**config.mk**
```make
export PLATFORM = sky130hd
export DESIGN_NAME = tsvm_mod_unit
export DESIGN_NICKNAME = d
export VERILOG_FILES = /design/src/hdl/tsvm_pkg.sv /design/src/hdl/tsvm_mod_unit.sv
export SDC_FILE = /design/constraint.sdc
export NUM_CORES = 1
export LEC_CHECK = 0
export BUFFER_PORTS_ARGS = -buffer_cell sky130_fd_sc_hd__clkbuf_2
export CORE_UTILIZATION = 53
export CTS_CLUSTER_SIZE = 16
export DETAILED_ROUTE_END_ITERATION = 12
export GPL_ROUTABILITY_DRIVEN = 0
export GPL_TIMING_DRIVEN = 0
export PLACE_DENSITY = 0.77
export SLEW_MARGIN = 10
export SYNTH_ARGS = -nofsm -noshare
export SYNTH_HDL_FRONTEND = slang
export SYNTH_SLANG_ARGS = --single-unit
export TNS_END_PERCENT = 100
```
**constraint.sdc**
```tcl
create_clock -name clk -period 2.2 [get_ports clk]
set_input_delay 0.22 -clock clk [delete_from_list [all_inputs] [get_ports clk]]
set_output_delay 0.22 -clock clk [all_outputs]
set_load 0.005 [all_outputs]
```
**src/hdl/tsvm_pkg.sv**
```systemverilog
`timescale 1ns / 1ps

package tsvm_pkg;

  // Store geometry
  localparam int SAMPLE_DEPTH = 65536;
  localparam int SEEK_SLOTS   = 9;
  localparam int REGIONS      = 2 + SEEK_SLOTS;
  localparam int RAM_WORDS    = REGIONS * SAMPLE_DEPTH;
  localparam int RAM_AW       = $clog2(RAM_WORDS);
  localparam int POS_W        = $clog2(SAMPLE_DEPTH) + 1;

  // Mixer gain, 0.2 in Q15
  localparam logic signed [31:0] GAIN_Q15 = 32'sd6554;

  // Item codes
  localparam logic [1:0] MODE_TICK    = 2'd0;
  localparam logic [1:0] MODE_IO      = 2'd1;
  localparam logic [1:0] MODE_PATTERN = 2'd2;
  localparam logic [1:0] MODE_LOAD    = 2'd3;

  // Region codes
  localparam logic [3:0] REGION_SPIN_UP = 4'd0;
  localparam logic [3:0] REGION_SPIN    = 4'd1;
  localparam logic [3:0] REGION_SEEK0   = 4'd2;

  // Register indexes
  localparam logic [1:0] REG_NOISE_MODE = 2'd0;
  localparam logic [1:0] REG_DISK_KIND  = 2'd1;
  localparam logic [1:0] REG_SEEK_COUNT = 2'd2;

  localparam logic       DISK_FLOPPY = 1'b0;
  localparam logic [3:0] MOD_TEN     = 4'd10;

  typedef enum logic [3:0] {
    S_IDLE,
    S_TICK_SPIN,
    S_TICK_SEEK,
    S_TICK_SUM,
    S_TICK_OUT,
    S_EV_START,
    S_EV_MOD10,
    S_EV_PICK,
    S_EV_PICKWAIT,
    S_EV_COMMIT
  } state_t;

  typedef struct packed {
    logic        start;
    logic [14:0] dividend;
    logic [3:0]  divisor;
  } mod_req_t;

  typedef struct packed {
    logic       done;
    logic [3:0] rem;
  } mod_rsp_t;

endpackage

```
**src/hdl/tsvm_mod_unit.sv**
```systemverilog
`timescale 1ns / 1ps

// Bit-serial remainder of a 15-bit value by a small divisor, one bit a cycle
module tsvm_mod_unit (
  input  logic               clk,
  input  logic               rst,
  input  tsvm_pkg::mod_req_t req,
  output tsvm_pkg::mod_rsp_t rsp
);

  logic        busy;
  logic [3:0]  count;
  logic [14:0] shift;
  logic [3:0]  divisor;
  logic [3:0]  rem;
  logic        done;
  logic [4:0]  trial;

  assign trial = {rem, shift[14]};

  always_ff @(posedge clk) begin
    if (rst) begin
      busy  <= 1'b0;
      done  <= 1'b0;
      count <= '0;
    end else begin
      done <= 1'b0;
      if (req.start) begin
        busy    <= 1'b1;
        count   <= 4'd15;
        shift   <= req.dividend;
        divisor <= req.divisor;
        rem     <= '0;
      end else if (busy) begin
        // restoring step
        if (trial >= {1'b0, divisor}) begin
          rem <= 4'(trial - {1'b0, divisor});
        end else begin
          rem <= trial[3:0];
        end
        shift <= {shift[13:0], 1'b0};
        count <= count - 4'd1;
        if (count == 4'd1) begin
          busy <= 1'b0;
          done <= 1'b1;
        end
      end
    end
  end

  assign rsp.done = done;
  assign rsp.rem  = rem;

endmodule
```
=== Yosys cells after proc, flatten, opt, wreduce, memory -nomap -nowiden ===
Index checks and enable logic that the tools add are counted.

* Word-level logic and storage cells: 26
* Register bits: 29
* Memories: 0
* ROM bits: 0
* RAM bits: 0
* Bits in latches: 0

* Equality and inequality tests: 1
* $add $sub $neg: 2
* Muxes and demuxes: 10
* Bitwise logic cells: 2
* Multipliers: 0
* Reduce and logical (&&, ||, !) cells: 4
* Shift-type cells: 0
* Div/mod/pow operators: 0
* $lt $le $gt $ge: 1

{| class="wikitable"
|+ Operators with widths
! operator !! number
|-
| 15-bit 2-to-1 mux || 2
|-
| 4-bit 2-to-1 mux || 4
|-
| 5-bit by 4-bit greater-or-equal comparator with 1-bit output || 1
|-
| 4-bit by 1-bit == test with 1-bit output (second input constant) || 1
|-
| 1-bit 2-to-1 mux || 4
|-
| 2-bit AND reduction || 2
|-
| 4-bit by 1-bit subtractor with 4-bit output (second input constant) || 1
|-
| 4-bit subtractor || 1
|-
| 3-bit OR reduction || 1
|-
| 1-bit NOT || 2
|-
| 2-bit nonzero test || 1
|}

=== Logic depth before layout (Yosys ltp) ===
* Depth after elaboration: 4
* Gate-level depth with buffers: 7

=== Least setup slack after synthesis ===
Ideal clock, no wire load.

* Path kind: register to register
* From: register rem[1]
* To: register rem[0] (data pin)
* Path slack: 382 ps
* Library setup time: 260 ps
* Stages on the path, launching flop included: 6
* Arrival: 1558 ps
* Buffers on the path: 0
* Cells stage by stage: edfxtp_1 ha_1 a21oi_2 o21ai_2 a21oi_4 mux2_4

* Word-level cells in the longest chain between the ends: 3

{| class="wikitable"
|+ RTL lines
! what !! line !! text
|-
| start: declaration || tsvm_mod_unit.sv:15 || <nowiki>logic [3:0] rem;</nowiki>
|-
| start signal: assignment || tsvm_mod_unit.sv:37 || <nowiki>rem <= 4'(trial - {1'b0, divisor});</nowiki>
|-
| start signal: assignment || tsvm_mod_unit.sv:39 || <nowiki>rem <= trial[3:0];</nowiki>
|-
| 5-bit by 4-bit greater-or-equal comparator with 1-bit output || tsvm_mod_unit.sv:36 || <nowiki>if (trial >= {1'b0, divisor}) begin</nowiki>
|-
| 4-bit 2-to-1 mux || tsvm_mod_unit.sv:36 ||
|-
| 4-bit 2-to-1 mux || tsvm_mod_unit.sv:34 || <nowiki>end else if (busy) begin</nowiki>
|}

Every way passes these cells. The select of a mux whose other input is x is not followed.
A chain may end at the register's enable or synchronous reset.

=== Worst setup path after layout ===
Same ends and word-level chain as after synthesis.

==> key figures <==
Worst setup path
  • Reg2Reg Depth: 5
  • R2r startpoint: rem[1]$_SDFFCE_PP0P_
  • Critical path data required time: 2280 ps
  • Worst path top cell family by delay: compound AO/OA/AOI/OAI gates
  • Worst-path maximum fanout: 4
  • Register-to-register path setup slack: around 280 ps
  • Arrival @ worst endpoint: 2000 ps
  • R2R Path End: rem[0]$_SDFFCE_PP0P_
  • Worst path cell trace: ha_1, a21oi_2, o21ai_2, a21oi_4, mux2_4
  • Slowest cell delay on critical path: 430 ps
  • Critical path class: reg2reg
  • Setup crit start kind: flop
  • Buf+Inv Stages, Crit Path: 0
  • Slowest-stage cell, CP: edfxtp_1
  • Crit end category: flop

Clock tree
  • Post-cts resize count: 0
  • Clock latency on the worst-skew pair: 320 ps
  • TritonCTS clock tree: done
  • CTS Hold Buffers Added: 0
  • Clock Sinks: 29
  • CTS Root Cell: clkbuf_4
  • Clock buffer depth: 2
  • Clock slew at reported path FFs: 90 ps
  • Setup bufs post-CTS: 0
  • # H-tree levels: 2
  • Total CTS buffers: 5

Run
  • Max-cap check violation count: 0

Floorplan
  • Io pins: 27
  • Core ar.: roughly 2500 sq um
  • Full die area: ~2800 sq um
  • Die span in x: 53.4 um
  • Die height: 53.4 um
  • Rows: 18
  • Initial Util: 0.565

Power
  • Maximum vdd drop: 534 uV
  • Leakage: around 0.67 nW
  • Power Dens Cells: 708 nW/um^2

Worst hold path
  • Worst Hold Depth: 1
  • Hold path start: req[2]
  • WHS Endpoint: divisor[2]$_DFFE_PP_
  • Hold Path Class: in2reg

Route
  • Initial DRC Count: 10
  • DRC: 0
  • Vias per cell: 5.33
  • Average routed wire per standard cell: 13.4 um
  • WL final: between 2000 and 2500 um
  • Vias: ~900
  • Drt pass-1 iters: 4
  • Post-route ant nets: 0

Global routing
  • Largest net degree at the start of global routing: 19
  • Global route total overflow: 0
  • Vias in the first global route: 845
  • Initial antenna violation count: 0
  • First-pass GRT wire length: roughly 3600 um
  • All-Layer GR Usage: 0.194

Timing
  • Setup violations, final: 0
  • RSZ-0062 raised after global routing: no
  • Peak Freq: 521 MHz
  • Clock Skew: 8.96 ps
  • Worst slew pin tran: 344 ps
  • Sum Neg Setup Slack: 0 ps
  • Max-slew violations: 0
  • Fin Hold WS: 82.7 ps
  • Rel. slew slack: 0.770
  • Fin. Hold Viols: 0
  • Min Tclk post-route: 1920 ps
  • Tcrit/Tclk final: 0.873

Run status
  • Outcome: completed

Finish
  • Most frequent cells in the layout: clkbuf_2 (25), edfxtp_1 (23), mux2_2 (14), inv_1 (8), nor2_1 (8)
  • FILL cells: slightly below 200
  • Most common cell after layout, fill and taps aside: clkbuf_2
  • Area Overhead vs Synth: 16.4%
  • Final core occ: 0.657
  • ANT cells: 0
  • Layout cells sized above 1: 0.388
  • Nets: 167
  • Sequential Area: 811 sq um
  • Footprint of the multi-input gates: roughly 540 sq um

Placed design
  • Buffers on Ports: 25
  • Post-detail-place hpwl: 1690 um

Logic synthesis
  • Sequential share of the synthesized area: 0.580
  • Synthesized instance count: roughly 110
  • YS warnings: 0
  • Post-Syn Area: 1400 sq um
  • Synthesis-stage register bit count: 29
  • Post-synth cell types: 31
  • Avg Cell Area, Syn: 13.3 sq um
  • Net Count, Synth: 134
## through the flow
step / power (mW) / cells / cell area, sq um / setup WS [ps]
2_1_floorplan: 0.810 / 105 / 1400 / 382
3_3_place_gp: 0.855 / 160 / 1560 / 29.0
3_5_place_dp: 0.872 / 161 / 1580 / 306
4_1_cts: 1.17 / 169 / 1630 / 285
5_1_grt: 1.22 / 169 / 1630 / 216
6_report: 1.15 / 169 / 1630 / 280
## state kept, by name, indices dropped and copies added (netlist names)
register,count
shift,15
rem,4
done,1
divisor,4
busy,1
count,4
## worst max path at each step
stage                               from                    to  slack (ps)  cells after the start
floorplan           rem[1]$_SDFFCE_PP0P_  rem[0]$_SDFFCE_PP0P_         380                      5
finish              rem[1]$_SDFFCE_PP0P_  rem[0]$_SDFFCE_PP0P_         280                      5
CTS                 rem[1]$_SDFFCE_PP0P_  rem[0]$_SDFFCE_PP0P_         290                      5
detailed placement  rem[1]$_SDFFCE_PP0P_  rem[0]$_SDFFCE_PP0P_         310                      5
global placement                 req[19]    shift[8]$_DFFE_PP_          30                      4
global route        rem[1]$_SDFFCE_PP0P_  rem[0]$_SDFFCE_PP0P_         220                      5
## Yosys cell counts
library cell  instances  area share
xnor2_1               2       0.013
a311o_1               1      0.0072
a31oi_1               1      0.0045
a311oi_1              1      0.0063
nand3b_1              1      0.0054
clkbuf_1              1      0.0027
fa_1                  1       0.014
edfxtp_1             23        0.49
mux2_2               14        0.11
and3_1                1      0.0045
nand2_1               7       0.019
a21oi_1               4       0.014
nor2b_1               1      0.0045
buf_2                 2      0.0072
or2_1                 1      0.0045
a21oi_2               1      0.0063
inv_1                 8       0.021
and2_1                1      0.0045
o21ai_2               1      0.0063
mux2i_1               2       0.014
and4_1                1      0.0063
dfxtp_1               6       0.086
ha_1                  6       0.054
nor4b_2               1       0.011
buf_4                 1      0.0054
nor2_1                9       0.024
mux2_4                1       0.011
xor2_1                2       0.013
o2111ai_1             1      0.0063
a21oi_4               1       0.012
o21ai_0               2      0.0072
## cells by family (layout without fill, tap and decap cells)
family	count (synthesis)	count (layout)	share of synthesized area
flip-flops	29	29	0.580
AND/OR/NAND/NOR	23	23	0.0832
multiplexers	17	17	0.138
AO/OA/AOI/OAI	13	13	0.0698
buffers and inverters	12	46	0.0367
adder cells (fa/ha/maj)	7	7	0.0680
XOR/XNOR	4	4	0.0250
## final cells by class
class,instances,area share
Sequential cell,29,0.498
Inverter,8,0.0184
Multi-Input combinational cell,64,0.331
Timing Repair Buffer,26,0.0861
Buffer,4,0.0131
Tap cell,30,0.0231
Clock buffer,8,0.0300
## power breakdown
part           switching [mW]  leakage [nW]  total [mW]  internal, mW
logic                  0.0975         0.371       0.195        0.0972
clock network           0.167        0.0265       0.294         0.127
registers              0.0231         0.270       0.664         0.641
total                   0.287         0.667        1.15         0.865
## layer usage
layer  GRT usage  part of all wire  up-vias
met5           0                 0        -
met4       0.105             0.022        0
met3      0.0862             0.043        6
met2       0.308              0.50       21
met1       0.215              0.43      429
li1            -                 -      445
Power figures use the tool's default switching activity.
